--- src/rtl/apev2_pkg.sv ---
// Package for the APEv2 tag item parser: key table, field codes and widths.
// No dependencies; imported by apev2_tag_item_parser.
package apev2_pkg;

  localparam int MAX_KEY_LEN = 16;
  localparam int KEY_LEN_W   = $clog2(MAX_KEY_LEN + 1);
  localparam int NKEYS       = 9;
  localparam int KEY_CHARS   = 12;

  localparam logic [3:0] FC_NONE        = 4'd0;
  localparam logic [3:0] FC_TITLE       = 4'd1;
  localparam logic [3:0] FC_ARTIST      = 4'd2;
  localparam logic [3:0] FC_ALBUM       = 4'd3;
  localparam logic [3:0] FC_TRACK_NUM   = 4'd4;
  localparam logic [3:0] FC_TRACK_CNT   = 4'd5;
  localparam logic [3:0] FC_COMPOSER    = 4'd6;
  localparam logic [3:0] FC_COMMENT     = 4'd7;
  localparam logic [3:0] FC_YEAR        = 4'd8;
  localparam logic [3:0] FC_ALBUM_ART   = 4'd9;
  localparam logic [3:0] FC_GENRE       = 4'd10;

  localparam logic [7:0] CH_SLASH = 8'h2f;
  localparam logic [7:0] CH_NUL   = 8'h00;

  localparam logic [KEY_LEN_W-1:0] KEY_LEN [NKEYS] = '{
    KEY_LEN_W'(5), KEY_LEN_W'(6), KEY_LEN_W'(5), KEY_LEN_W'(5), KEY_LEN_W'(8),
    KEY_LEN_W'(7), KEY_LEN_W'(4), KEY_LEN_W'(12), KEY_LEN_W'(5)
  };

  localparam logic [3:0] KEY_CODE [NKEYS] = '{
    FC_TITLE, FC_ARTIST, FC_ALBUM, FC_TRACK_NUM, FC_COMPOSER,
    FC_COMMENT, FC_YEAR, FC_ALBUM_ART, FC_GENRE
  };

  // character at position pos of known key k (names padded to 12 chars)
  function automatic logic [7:0] key_char(input logic [3:0] k, input logic [3:0] pos);
    logic [8*KEY_CHARS-1:0] s;
    logic [7:0] ch;
    case (k)
      4'd0:    s = "TITLE       ";
      4'd1:    s = "ARTIST      ";
      4'd2:    s = "ALBUM       ";
      4'd3:    s = "TRACK       ";
      4'd4:    s = "COMPOSER    ";
      4'd5:    s = "COMMENT     ";
      4'd6:    s = "YEAR        ";
      4'd7:    s = "ALBUM ARTIST";
      4'd8:    s = "GENRE       ";
      default: s = '0;
    endcase
    if (pos < 4'(KEY_CHARS)) begin
      ch = s[(KEY_CHARS - 1 - int'(pos)) * 8 +: 8];
    end else begin
      ch = 8'h00;
    end
    return ch;
  endfunction

endpackage

--- src/rtl/apev2_tag_item_parser.sv ---
// APEv2 tag item parser top level: byte-wide stream in, tagged value bytes out.
// Depends on apev2_pkg.
//
// Takes one tag body byte per cycle and gives at most one result per byte
// in the cycle after, from an output register; s_axis_tready is low only while
// that register holds a result not yet taken, so a stream at full rate with
// a ready sink runs at one byte per clock. Writing tag_size (index 0) or
// item_count (index 1) restarts parsing with the new counts; write only
// while no beat is in flight. After the end of the tag (tag_done seen) bytes
// are swallowed without results until the next register write.
module apev2_tag_item_parser
  import apev2_pkg::*;
(
  input  logic        clk,
  input  logic        rst,
  input  logic        cfg_we,
  input  logic        cfg_index,
  input  logic [31:0] cfg_data,
  input  logic        s_axis_tvalid,
  output logic        s_axis_tready,
  input  logic [7:0]  s_axis_tdata,   // [7:0] data_byte
  output logic        m_axis_tvalid,
  input  logic        m_axis_tready,
  output logic [7:0]  m_axis_tdata,   // [7:0] value_byte
  output logic [5:0]  m_axis_tuser,   // [3:0] field_code, [4] empty_value, [5] tag_done
  output logic        m_axis_tlast    // last_of_item
);

  typedef enum logic [2:0] {
    PH_LEN, PH_FLAGS, PH_KEY, PH_VALUE, PH_DONE
  } phase_t;

  typedef struct packed {
    logic [3:0] field_code;
    logic [7:0] value_byte;
    logic       empty_value;
    logic       last_of_item;
    logic       tag_done;
  } result_t;

  localparam logic [31:0] CFG_TAG_SIZE = 32'd0;

  logic [31:0] tag_size, item_count;
  phase_t parse_phase, parse_phase_next;
  logic [2:0]  header_byte_index, header_byte_index_next;
  logic [31:0] value_length, value_length_next;
  logic [31:0] value_left, value_left_next;
  logic [31:0] bytes_left, bytes_left_next;
  logic [31:0] items_left, items_left_next;
  logic [NKEYS-1:0] key_match_mask, key_match_mask_next;
  logic [KEY_LEN_W-1:0] key_length, key_length_next;
  logic slash_seen, slash_seen_next;
  logic number_seen, number_seen_next;
  logic [3:0] current_field, current_field_next;

  result_t res, out_res;
  logic    res_have, out_valid;
  logic    accept;

  logic [31:0] bytes_dec, vl, vleft;
  logic [2:0]  hdr_inc;
  logic [3:0]  match_code;
  logic [7:0]  upper;
  logic        have, item_end, stop, lflag;

  assign s_axis_tready = !out_valid || m_axis_tready;
  assign accept        = s_axis_tvalid && s_axis_tready;

  always_comb begin
    match_code = FC_NONE;
    for (int i = NKEYS - 1; i >= 0; i--) begin
      if (key_match_mask[i] && KEY_LEN[i] == key_length) begin
        match_code = KEY_CODE[i];
      end
    end
  end

  always_comb begin
    parse_phase_next       = parse_phase;
    header_byte_index_next = header_byte_index;
    value_length_next      = value_length;
    value_left_next        = value_left;
    bytes_left_next        = bytes_left;
    items_left_next        = items_left;
    key_match_mask_next    = key_match_mask;
    key_length_next        = key_length;
    slash_seen_next        = slash_seen;
    number_seen_next       = number_seen;
    current_field_next     = current_field;
    res       = '0;
    res_have  = 1'b0;
    have      = 1'b0;
    item_end  = 1'b0;
    stop      = 1'b0;
    lflag     = 1'b0;
    bytes_dec = bytes_left - 32'd1;
    hdr_inc   = header_byte_index + 3'd1;
    vl        = value_length;
    vleft     = value_left - 32'd1;
    upper     = (s_axis_tdata inside {[8'h61:8'h7a]}) ? s_axis_tdata - 8'h20 : s_axis_tdata;

    if (parse_phase == PH_DONE) begin
      res_have = 1'b0;
    end else if (parse_phase == PH_LEN && header_byte_index == 3'd0 &&
                 (bytes_left == 32'd0 || items_left == 32'd0)) begin
      parse_phase_next = PH_DONE;
      res_have         = 1'b1;
      res.tag_done     = 1'b1;
    end else begin
      bytes_left_next = bytes_dec;
      case (parse_phase)
        PH_LEN: begin
          if (header_byte_index == 3'd0) vl = '0;
          vl[header_byte_index[1:0] * 8 +: 8] = s_axis_tdata;
          value_length_next      = vl;
          header_byte_index_next = hdr_inc;
          if (hdr_inc >= 3'd4) begin
            header_byte_index_next = 3'd0;
            if ({1'b0, vl} > ({1'b0, bytes_dec} + 33'd4)) stop = 1'b1;
            else parse_phase_next = PH_FLAGS;
          end
        end
        PH_FLAGS: begin
          header_byte_index_next = hdr_inc;
          if (hdr_inc >= 3'd4) begin
            header_byte_index_next = 3'd0;
            parse_phase_next       = PH_KEY;
            key_match_mask_next    = '1;
            key_length_next        = '0;
          end
        end
        PH_KEY: begin
          if (s_axis_tdata == CH_NUL) begin
            current_field_next = match_code;
            value_left_next    = value_length;
            slash_seen_next    = 1'b0;
            number_seen_next   = 1'b0;
            if (value_length == 32'd0) begin
              if (match_code != FC_NONE) begin
                have            = 1'b1;
                res.field_code  = match_code;
                res.empty_value = 1'b1;
                lflag           = 1'b1;
              end
              item_end = 1'b1;
            end else begin
              parse_phase_next = PH_VALUE;
            end
          end else if (key_length >= KEY_LEN_W'(MAX_KEY_LEN)) begin
            key_match_mask_next = '0;
          end else begin
            for (int i = 0; i < NKEYS; i++) begin
              if (key_length >= KEY_LEN[i] ||
                  key_char(4'(i), key_length[3:0]) != upper) begin
                key_match_mask_next[i] = 1'b0;
              end
            end
            key_length_next = key_length + KEY_LEN_W'(1);
          end
        end
        PH_VALUE: begin
          value_left_next = vleft;
          lflag           = (vleft == 32'd0);
          if (current_field == FC_TRACK_NUM) begin
            if (!slash_seen && s_axis_tdata == CH_SLASH) begin
              slash_seen_next = 1'b1;
              if (!number_seen) begin
                have = 1'b1; res.field_code = FC_TRACK_NUM; res.empty_value = 1'b1;
              end else if (lflag) begin
                have = 1'b1; res.field_code = FC_TRACK_CNT; res.empty_value = 1'b1;
              end
            end else if (slash_seen) begin
              have = 1'b1; res.field_code = FC_TRACK_CNT; res.value_byte = s_axis_tdata;
            end else begin
              number_seen_next = 1'b1;
              have = 1'b1; res.field_code = FC_TRACK_NUM; res.value_byte = s_axis_tdata;
            end
          end else if (current_field != FC_NONE) begin
            have = 1'b1; res.field_code = current_field; res.value_byte = s_axis_tdata;
          end
          if (lflag) item_end = 1'b1;
        end
        default: begin
          parse_phase_next = PH_DONE;
        end
      endcase

      if (item_end) begin
        items_left_next        = items_left - 32'd1;
        parse_phase_next       = PH_LEN;
        header_byte_index_next = 3'd0;
        key_match_mask_next    = '1;
        key_length_next        = '0;
        if (items_left_next == 32'd0 || bytes_dec == 32'd0) stop = 1'b1;
      end else if (!stop && bytes_dec == 32'd0) begin
        stop = 1'b1;
        if (have) lflag = 1'b1;
      end

      res.last_of_item = have && lflag;
      if (stop) begin
        parse_phase_next = PH_DONE;
        if (!have) res = '0;
        res.tag_done = 1'b1;
      end
      res_have = have || stop;
    end
  end

  always_ff @(posedge clk) begin
    if (rst) begin
      tag_size          <= '0;
      item_count        <= '0;
      parse_phase       <= PH_LEN;
      header_byte_index <= '0;
      value_length      <= '0;
      value_left        <= '0;
      bytes_left        <= '0;
      items_left        <= '0;
      key_match_mask    <= '1;
      key_length        <= '0;
      slash_seen        <= 1'b0;
      number_seen       <= 1'b0;
      current_field     <= FC_NONE;
      out_valid         <= 1'b0;
    end else begin
      if (cfg_we) begin
        if (cfg_index == CFG_TAG_SIZE[0]) begin
          tag_size   <= cfg_data;
          bytes_left <= cfg_data;
          items_left <= item_count;
        end else begin
          item_count <= cfg_data;
          items_left <= cfg_data;
          bytes_left <= tag_size;
        end
        parse_phase       <= PH_LEN;
        header_byte_index <= '0;
        value_length      <= '0;
        value_left        <= '0;
        key_match_mask    <= '1;
        key_length        <= '0;
        slash_seen        <= 1'b0;
        number_seen       <= 1'b0;
        current_field     <= FC_NONE;
      end else if (accept) begin
        parse_phase       <= parse_phase_next;
        header_byte_index <= header_byte_index_next;
        value_length      <= value_length_next;
        value_left        <= value_left_next;
        bytes_left        <= bytes_left_next;
        items_left        <= items_left_next;
        key_match_mask    <= key_match_mask_next;
        key_length        <= key_length_next;
        slash_seen        <= slash_seen_next;
        number_seen       <= number_seen_next;
        current_field     <= current_field_next;
      end
      if (accept) out_valid <= res_have;
      else if (m_axis_tready) out_valid <= 1'b0;
    end
  end

  always_ff @(posedge clk) begin
    if (accept) out_res <= res;
  end

  assign m_axis_tvalid = out_valid;
  assign m_axis_tdata  = out_res.value_byte;
  assign m_axis_tuser  = {out_res.tag_done, out_res.empty_value, out_res.field_code};
  assign m_axis_tlast  = out_res.last_of_item;

  // a beat with no field code only ever marks the end of the tag
  a_marker_done: assert property (@(posedge clk) disable iff (rst)
    m_axis_tvalid && m_axis_tuser[3:0] == FC_NONE |-> m_axis_tuser[5])
    else $error("result without field code lacks tag_done");

  a_empty_zero: assert property (@(posedge clk) disable iff (rst)
    m_axis_tvalid && m_axis_tuser[4] |-> m_axis_tdata == 8'h00)
    else $error("empty value carries a data byte");

  a_done_sticks: assert property (@(posedge clk) disable iff (rst)
    accept && res_have && res.tag_done && !cfg_we |=> parse_phase == PH_DONE)
    else $error("parser not stopped after tag_done");

  a_key_len: assert property (@(posedge clk) disable iff (rst)
    key_length <= KEY_LEN_W'(MAX_KEY_LEN))
    else $error("key length past limit");

endmodule
--- config.mk ---
export PLATFORM = sky130hd
export DESIGN_NAME = apev2_tag_item_parser
export DESIGN_NICKNAME = d
export VERILOG_FILES = /design/src/rtl/apev2_pkg.sv /design/src/rtl/apev2_tag_item_parser.sv
export SDC_FILE = /design/constraint.sdc
export NUM_CORES = 1
export LEC_CHECK = 0
export BUFFER_PORTS_ARGS = -buffer_cell sky130_fd_sc_hd__buf_2
export CAP_MARGIN = 20
export CORE_UTILIZATION = 54
export DETAILED_ROUTE_END_ITERATION = 8
export GPL_TIMING_DRIVEN = 0
export PLACE_DENSITY = 0.77
export RECOVER_POWER = 100
export SYNTH_ARGS = -nofsm -noshare
export SYNTH_HDL_FRONTEND = slang
export SYNTH_SLANG_ARGS = --single-unit
--- constraint.sdc ---
create_clock -name clk -period 6.63 [get_ports clk]
set_input_delay 1.326 -clock clk [delete_from_list [all_inputs] [get_ports clk]]
set_output_delay 1.326 -clock clk [all_outputs]
set_load 0.05 [all_outputs]
# Yosys cells after proc, flatten, opt, wreduce, memory -nomap -nowiden
# Cells that the tools add are included.
# W data, S select, Z words.
[op_classes]
add_sub_neg = 9
order_cmp = 12
eq_ne = 46
n_shift = 11
muxes = 222
n_bitwise = 2
reduce_logical = 71
[op_table]
columns = ["operator", "n"]
rows = [
  ["$mux W96", 45],
  ["$shiftx A96 B8 Y8", 9],
  ["$mux W32", 16],
  ["$mux W8", 57],
  ["$logic_not A32 Y1", 6],
  ["$sub A32 B1 Y32 const B", 3],
  ["$reduce_and A7 Y1", 11],
  ["$ne A8 B8 Y1", 9],
  ["$pmux W32 S2", 1],
  ["$mux W4", 13],
  ["$mux W1", 51],
  ["$mux W12", 4],
  ["$mux W9", 5],
  ["$ne A4 B4 Y1 const B", 10],
  ["$mux W3", 13],
  ["$neg A5 Y34", 1],
  ["$shift A8 B34 Y32 const A", 1],
  ["$shiftx A8 B34 Y32", 1],
  ["$add A32 B3 Y33 const B", 1],
  ["$gt A32 B33 Y1", 1],
  ["$bwmux W32", 1],
  ["$mux W15", 2],
  ["$eq A3 B5 Y1 const A", 4],
  ["$ge A5 B3 Y1 const B", 4],
  ["other kinds (41)", 104],
]
[totals]
regBits = 234
in_bits = 46

# Longest topological paths before layout
# Gate-level depths: netlist of the first run.
[logic_depth]
word_depth = 27
depth_mapped = 24
mapped_depth_nobuf = 21

# Worst setup path before layout of the first run
# OpenSTA, ideal clock, no wires.
[synth_path]
path_type = "flip-flop to flip-flop"
startpoint = "register bytes_left[0]"
endpoint = "register parse_phase[1]"
setup_time_ns = 0.083
arrival_time_ns = 5.145
required_time_ns = 6.547
path_slack_ns = 1.402
path_stages_with_launch = 25
n_path_buf = 3
cell_sequence = "dfxtp_1 > inv_1 > ha_1 > buf_2 > or3b_2 > clkbuf_1 > or3_1 > a211oi_1 > o221ai_1 > or2_2 > clkbuf_1 > nor2_1 > mux2i_1 > a22oi_1 > xor2_1 > ha_1 > nand4_1 > nor3_1 > nand2_1 > o311a_1 > o211ai_1 > a311oi_1 > or3_1 > a2bb2oi_1 > o221ai_1"
[synth_between]
elab_chain_cells = 16
[synth_rtl]
columns = ["item", "line_no", "source"]
rows = [
  ["start, declared", "apev2_tag_item_parser.sv:48", "logic [31:0] bytes_left, bytes_left_next;"],
  ["start signal, assigned", "apev2_tag_item_parser.sv:230", "bytes_left <= cfg_data;"],
  ["start signal, assigned", "apev2_tag_item_parser.sv:235", "bytes_left <= tag_size;"],
  ["start signal, assigned", "apev2_tag_item_parser.sv:251", "bytes_left <= bytes_left_next;"],
  ["$sub A32 B1 Y32", "apev2_tag_item_parser.sv:96", "bytes_dec = bytes_left - 32'd1;"],
  ["$add A32 B3 Y33", "apev2_tag_item_parser.sv:119", "if ({1'b0, vl} > ({1'b0, bytes_dec} + 33'd4)) stop = 1'b1;"],
  ["$gt A32 B33 Y1", "apev2_tag_item_parser.sv:119", ""],
  ["$mux W1", "apev2_tag_item_parser.sv:119", ""],
  ["$mux W1", "apev2_tag_item_parser.sv:117", "if (hdr_inc >= 3'd4) begin"],
  ["$mux W1", "apev2_tag_item_parser.sv:111", "case (parse_phase)"],
  ["$mux W1", "apev2_tag_item_parser.sv:104", "end else if (parse_phase == PH_LEN && header_byte_index == 3'd0 &&"],
  ["$mux W1", "apev2_tag_item_parser.sv:102", "if (parse_phase == PH_DONE) begin"],
  ["$logic_not A1 Y1", "apev2_tag_item_parser.sv:195", "end else if (!stop && bytes_dec == 32'd0) begin"],
  ["$logic_and A1 B1 Y1", "apev2_tag_item_parser.sv:195", ""],
  ["$mux W1", "apev2_tag_item_parser.sv:195", ""],
  ["$mux W1", "apev2_tag_item_parser.sv:188", "if (item_end) begin"],
  ["$mux W1", "apev2_tag_item_parser.sv:104", ""],
  ["$mux W1", "apev2_tag_item_parser.sv:102", ""],
  ["$ne A5 B5 Y1 (no line) (tied with other cells)", "-", ""],
  ["$reduce_and A8 Y1 (no line) / $mux W3 (equally long branches)", "-", ""],
  ["end signal, assigned", "apev2_tag_item_parser.sv:247", "parse_phase <= parse_phase_next;"],
  ["end, declared", "apev2_tag_item_parser.sv:44", "phase_t parse_phase, parse_phase_next;"],
]
# Several ways; a longest one is shown, not always the timed one. The select of a mux whose other input is x is not followed.
# A chain may end at the register's enable or synchronous reset.

# Final worst setup path of the first run
[layout_path]
startpoint = "register bytes_left[0]"
endpoint = "register out_res (netlist bit m_axis_tuser[5]) (data pin)"
[layout_between]
elab_chain_cells = 16
[layout_rtl]
columns = ["item", "line_no", "source"]
rows = [
  ["$sub A32 B1 Y32", "apev2_tag_item_parser.sv:96", ""],
  ["$add A32 B3 Y33", "apev2_tag_item_parser.sv:119", ""],
  ["$gt A32 B33 Y1", "apev2_tag_item_parser.sv:119", ""],
  ["$mux W1", "apev2_tag_item_parser.sv:119", ""],
  ["$mux W1", "apev2_tag_item_parser.sv:117", ""],
  ["$mux W1", "apev2_tag_item_parser.sv:111", ""],
  ["$mux W1", "apev2_tag_item_parser.sv:104", ""],
  ["$mux W1", "apev2_tag_item_parser.sv:102", ""],
  ["$logic_not A1 Y1", "apev2_tag_item_parser.sv:195", ""],
  ["$logic_and A1 B1 Y1", "apev2_tag_item_parser.sv:195", ""],
  ["$mux W1", "apev2_tag_item_parser.sv:195", ""],
  ["$mux W1", "apev2_tag_item_parser.sv:188", ""],
  ["$mux W1", "apev2_tag_item_parser.sv:104", ""],
  ["$mux W1", "apev2_tag_item_parser.sv:102", ""],
  ["$mux W15", "apev2_tag_item_parser.sv:201", "if (stop) begin"],
  ["$mux W1 (*)", "apev2_tag_item_parser.sv:104", ""],
  ["end signal, assigned", "apev2_tag_item_parser.sv:265", "if (accept) out_res <= res;"],
  ["end, declared", "apev2_tag_item_parser.sv:56", "result_t res, out_res;"],
]
# Every way passes the cells marked *; elsewhere a longest branch is shown, timed or not. The select of a mux whose other input is x is not followed.

==> results.toml, run 1 <==
[clock_network]
insertion_delay_ns = 0.57
tritoncts = "yes"
clockRootBuffer = "clkbuf_16"
holdBufCountCts = 0
cts_made_buffers = 27
cts_max_level = 1
cts.path.max_buffers = 3
clock-sinks = 234
clkTransAtPathRegs_ns = 0.06

[timing]
slew_viol_final = 11
skew_ns = 0.0159
slew_headroom_pct = -9.00
setup_viol = 0
worst_slack_ns = 0.274
final_hold_viol_count = 0
period_needed_ns = 6.36
fin_crit_sh_pct = 95.9
fin_hold_ws_ns = 0.455
clock.fmax_mhz = 157
worstMarginPinSlew_ns = 1.63
fin_tns_setup_ns = 0

[final_layout]
nFillCells = 2868
synthToLayoutAreaGrowth_pct = 10.2
multi_input_area_um2 = 11100
seqCellArea_um2 = 4830
insertedDiodeCount = 0
drive_gt1_share_pct = 5.74
nets = 2398

[placement]
place_ws_ns = 0.302
dp.final_hpwl_mm = 43.7
portBuffers = 55
gp_congestion = 1.00

[worst_setup_path]
worstPathMaxFanout = 9
r2r_slack_ns = 0.27
crit_type = "reg -> reg"
timing.rr.start = "bytes_left[0]"
required_ns = 6.99
endpoint_kind = "flop"
arrival_ns = 6.72
startpoint = "bytes_left[0]"
cp-start-kind = "flop"

[routing]
met3_length_mm = 5.08
vias = 17897
wl_met1_mm = 24.5
drc = 0
ant_nets = 0
top_layer_used = "met4"
first_pass_iters = 6
first_iter_violations = 2102
vias_per_cell = 6.59
wl_mm = 58.4
wire_per_inst_um = 21.5
met2_length_mm = 25.8

[global_route]
first_global_vias = 16357
grt-ovfl-total = 0
grt_pass1_wl_mm = 90.5
grt_max_degree = 19
grtUsageTotal_pct = 36.2
antenna_found_initial = 0

[outcome]
failed_checks = "capacitance limit, slew limit"
outcome = "finished, violations left"

[synth]
synth.most_common_cell = "nand2_1"
synth.net_count = 2311
yosysTopAreaCell = "dfxtp_1"
synth.avg_cell_area_um2 = 7.58
synthTopCellsByCount = "279 x nand2_1, 219 x dfxtp_1, 210 x nor2_1, 189 x a21oi_1, 147 x clkbuf_1"
syn_inst = 2211
async_flop_share_pct = 0
yosys.area.top_type_share_pct = 26.2
ys_seq_elements = 234
synthFlopType = "dfxtp_1"
synth-seq-area-share_pct = 28.9
syn_area_um2 = 16700
synth_edf_count = 15
ys_warn_count = 0
synth_cell_types = 81
synth.area.top_cells = "dfxtp_1 26%, nand2_1 6.3%, a21oi_1 5.6%, mux2i_1 5.6%, nor2_1 4.7%"

[job]
max-cap-violations = 1

[die]
fp.dieH_um = 178
start_util_pct = 54.8
num_rows = 64
die_x_um = 178
core-area_um2 = 30600
die_area_um2 = 31700
io-pin-count = 63

[min_path]
hold_path_startpoint = "item_count[4]"
min_path_type = "reg -> reg"

[power_and_ir_drop]
power_mw = 3.78
max-vdd-ir-drop_mv = 0.212
powerDensity_nw_per_um2 = 205
p_leak_nw = 6.80
cell families after synthesis:
| logic type | Yosys count | share of synthesized area, % |
|---|---|---|
| xor+xnor | 139 | 7.27 |
| flops | 234 | 28.9 |
| fa+ha+maj | 54 | 4.03 |
| compound gates | 588 | 22.6 |
| simple gates | 890 | 26.4 |
| mux | 101 | 6.09 |
| buf+inv | 205 | 4.66 |
metal layers:
layer,global-route usage (%),vias to the layer above
met4,18.2,0
met3,4.41,199
li1,-,8251
met1,48.6,8442
met2,57.2,1005
met5,0,-
power breakdown:
part	internal, mW	switching, mW
logic	0.236	0.452
clock network	0.940	0.634
registers	1.47	0.0462
total	2.65	1.13
path summary, 6_finish.rpt:
| check | endpoint | cells after the start |
|---|---|---|
| min | item_count[4] | 2 |
| max | m_axis_tuser[5] | 24 |
| max reg2reg | m_axis_tuser[5] | 24 |
| min reg2reg | item_count[4] | 2 |
cell type report:
class	count	share of cell area [%]
repair buffers	58	1.52
inverters	35	0.712
flip-flops and latches	234	26.2
clock inverters	9	0.780
well taps	396	2.68
plain buffers	170	3.48
clock buffers	41	4.27
multi-input cells	1772	60.4
flip-flops by register name, summed over array words and instances, names as in the netlist, 3 cells and up:
name	flops
header_byte_index	3
parse_phase	3
key_length	5
m_axis_tuser	6
bytes_left	32
value_length	32
key_match_mask	9
tag_size	32
value_left	32
items_left	32
item_count	32
current_field	4
m_axis_tdata	8
repair_timing:
item,in CTS,in global routing
setup buffers,0,1
endpoints found under the setup margin,0,6
resized for setup,0,3
critical path, cell delays in order, from the launching register on:
cell	delay, ns
dfxtp_1	0.44
inv_1	0.17
ha_1	0.16
buf_2	0.20
or3b_2	0.45
clkbuf_1	0.24
or3_1	0.40
a211oi_2	0.34
o221ai_1	0.26
or2_2	0.34
clkbuf_1	0.16
nor2_1	0.19
mux2i_1	0.21
a22oi_1	0.11
xor2_1	0.17
ha_1	0.31
nand4_1	0.12
nor3_1	0.30
nand2_1	0.12
o2111ai_1	0.22
o211ai_1	0.20
a311oi_2	0.42
nor2_1	0.13
and2_1	0.22
a22oi_2	0.28
per-stage QoR:
stage,util [%],cells,cell area (µm²)
floorplan,-,2211,16700
global placement,57.3,2662,17500
detailed placement,57.4,2664,17500
CTS,60.4,2714,18500
global route,60.3,2715,18500
finish,60.3,2715,18500
cell usage in the layout, fill, tap and decap left out, types with 25 or more instances in the layout:
cell,count
clkbuf_16,27
clkbuf_1,176
a211oi_1,44
xnor2_1,75
a22oi_1,25
mux2i_1,94
dfxtp_1,219
a21oi_1,189
a22o_1,36
a21o_1,30
ha_1,54
nor3_1,67
o21ai_0,108
xor2_1,64
inv_1,34
nand4_1,44
nand3_1,54
nand2_1,279
nor4_1,46
nor2_1,210
buf_2,40
(Power assumes the default switching activity.)
==> run 2, diff against run 1 <==
--- a/config.mk
+++ b/config.mk
@@ -7,10 +7,11 @@
 export LEC_CHECK = 0
 export BUFFER_PORTS_ARGS = -buffer_cell sky130_fd_sc_hd__buf_2
 export CAP_MARGIN = 20
-export CORE_UTILIZATION = 54
+export CORE_ASPECT_RATIO = 0.8
+export CORE_UTILIZATION = 62
 export DETAILED_ROUTE_END_ITERATION = 8
 export GPL_TIMING_DRIVEN = 0
-export PLACE_DENSITY = 0.77
+export PLACE_DENSITY = 0.86
 export RECOVER_POWER = 100
 export SYNTH_ARGS = -nofsm -noshare
 export SYNTH_HDL_FRONTEND = slang
==> run 2 against run 1 <==
  * The run still ends with capacitance limit, slew limit left
  * First-iteration DRC count grew 11%
  * Global-route usage up 4.9 points
  * Worst hold slack worse by 0.0027 ns
  * Utilization increased by 9.2 points
  * Clock skew up 0.0022 ns
  * Critical path depth unchanged
==> results.toml, run 2 (synthesis gave the netlist of run 1 again) <==
[outcome]
outcome = "finished, violations left"
failed_checks = "capacitance limit, slew limit"

[die]
start_util_pct = 63.5
core-area_um2 = 26400
die_area_um2 = 27700
fp.dieH_um = 149
die_x_um = 186
num_rows = 53
io-pin-count = 63

[placement]
dp.final_hpwl_mm = 44.2
place_inst = 2624
portBuffers = 55
gp_congestion = 1.01

[clock_network]
insertion_delay_ns = 0.55
clkTransAtPathRegs_ns = 0.06
cts.path.max_buffers = 3
cts_made_buffers = 25
clockRootBuffer = "clkbuf_16"
cts_max_level = 1
tritoncts = "yes"
cts_setup_buffers = 0
clock-sinks = 234

[timing]
period_needed_ns = 6.29
clock.fmax_mhz = 159
worstMarginPinSlew_ns = 1.99
setup_viol = 0
fin_crit_sh_pct = 94.9
fin_tns_setup_ns = 0
skew_ns = 0.0181
slew_headroom_pct = -33.7
rsz0062_at_grt = "false"
fin_hold_ws_ns = 0.453
final_hold_viol_count = 0
slew_viol_final = 11

[worst_setup_path]
worst_path_max_delay_cell = "dfxtp_1"
required_ns = 6.95
r2r_slack_ns = 0.34
cp_top_family = "simple AND/OR/NAND/NOR gates"
startpoint = "bytes_left[0]"
worstPathMaxFanout = 9
crit_type = "reg -> reg"
timing.rr.start = "bytes_left[0]"
cp_cell_sequence = "inv_1 -> ha_1 -> buf_2 -> or3b_2 -> clkbuf_1 -> or3_1 -> a211oi_2 -> o221ai_2 -> or2_2 -> clkbuf_1 -> nor2_1 -> mux2i_1 -> a22oi_1 -> xor2_1 -> ha_1 -> nand4_1 -> nor3_2 -> nand2_1 -> o2111ai_1 -> o211ai_1 -> a311oi_2 -> nor2_1 -> and2_1 -> a22oi_1"
cp-start-kind = "flop"
endpoint_kind = "flop"
arrival_ns = 6.61
max_stage_delay_ns = 0.46
cp.buffers_inverters = 4

[power_and_ir_drop]
intPower_mw = 2.61
max-vdd-ir-drop_mv = 0.182
clockPowerShare_pct = 40.6
p_sw_mw = 1.14
switching_share_pct = 30.4
powerDensity_nw_per_um2 = 204
comb_power_share_pct = 18.9
p_leak_nw = 6.79
seqPwrFrac_pct = 40.6

[global_route]
grtUsageTotal_pct = 41.1
grt_pass1_wl_mm = 89.1
grt_max_degree = 19
grt-ovfl-total = 0
antenna_found_initial = 0
first_global_vias = 16066

[routing]
first_iter_violations = 2332
wire_per_inst_um = 22.0
vias = 18083
vias_per_cell = 6.77
ant_nets = 0
first_pass_iters = 7
drc = 0
wl_mm = 58.9

[final_layout]
nets = 2395
drive_gt1_share_pct = 5.66
final_common_cell = "nand2_1"
seqCellArea_um2 = 4830
nFillCells = 2257
finalCoreUtilization_pct = 69.5
synthToLayoutAreaGrowth_pct = 9.54
insertedDiodeCount = 0
final_cell_mix = "279 x nand2_1, 219 x dfxtp_1, 210 x nor2_1"
multi_input_area_um2 = 11100
fin_cells = 2671

[job]
max-cap-violations = 1

[min_path]
hold_path_startpoint = "tag_size[19]"
min_path_type = "reg -> reg"
==> run 2: worst paths after layout <==
kind | endpoint | cells past startpoint
max | m_axis_tuser[5] | 24
min | tag_size[19] | 2
max reg2reg | m_axis_tuser[5] | 24
min reg2reg | tag_size[19] | 2
==> run 2: layer usage <==
layer | wire [µm] | up-vias | GRT usage [%]
li1 | - | 8221 | -
met1 | 24800 | 8509 | 59.0
met2 | 25200 | 1196 | 61.6
met3 | 7240 | 157 | 8.81
met4 | 1720 | 0 | 11.8
met5 | 0 | - | 0
==> run 2: through the flow <==
stage	total power, mW	area, µm²	setup slack, ns
after global placement	2.20	17500	0.375
final	3.75	18300	0.340
after CTS	3.71	18400	0.168
after global routing	3.85	18300	0.0236
after floorplan	2.01	16700	1.40
after detailed placement	2.22	17500	0.220
==> run 2: final cells by class <==
type / instances / area share (%)
repair buffers: 57 / 1.47
clock inverters: 12 / 0.968
plain buffers: 170 / 3.50
multi-input cells: 1772 / 60.8
well taps: 357 / 2.43
flip-flops and latches: 234 / 26.4
clock buffers: 34 / 3.81
inverters: 35 / 0.716
==> run 2: what timing repair did <==
item / 4_1_cts / 5_1_grt
hold buffers: 0 / 0
setup endpoints to repair: 0 / 6
gates resized for setup: 0 / 5
==> run 2: power by group through the flow <==
stage	clock, mW	sequential [mW]	combinational (mW)
floorplan	0	1.55	0.464
global placement	0	1.55	0.650
detailed placement	0	1.55	0.672
CTS	1.52	1.52	0.678
global route	1.57	1.52	0.752
finish	1.52	1.52	0.707
==> run 2: worst min-delay path, delay by kind of cell (launching register included) <==
kind               cells  cell delay (ns)
and+or+nand+nor        1             0.05
DFF                    1             0.31
AOI/OAI and AO/OA      1             0.05
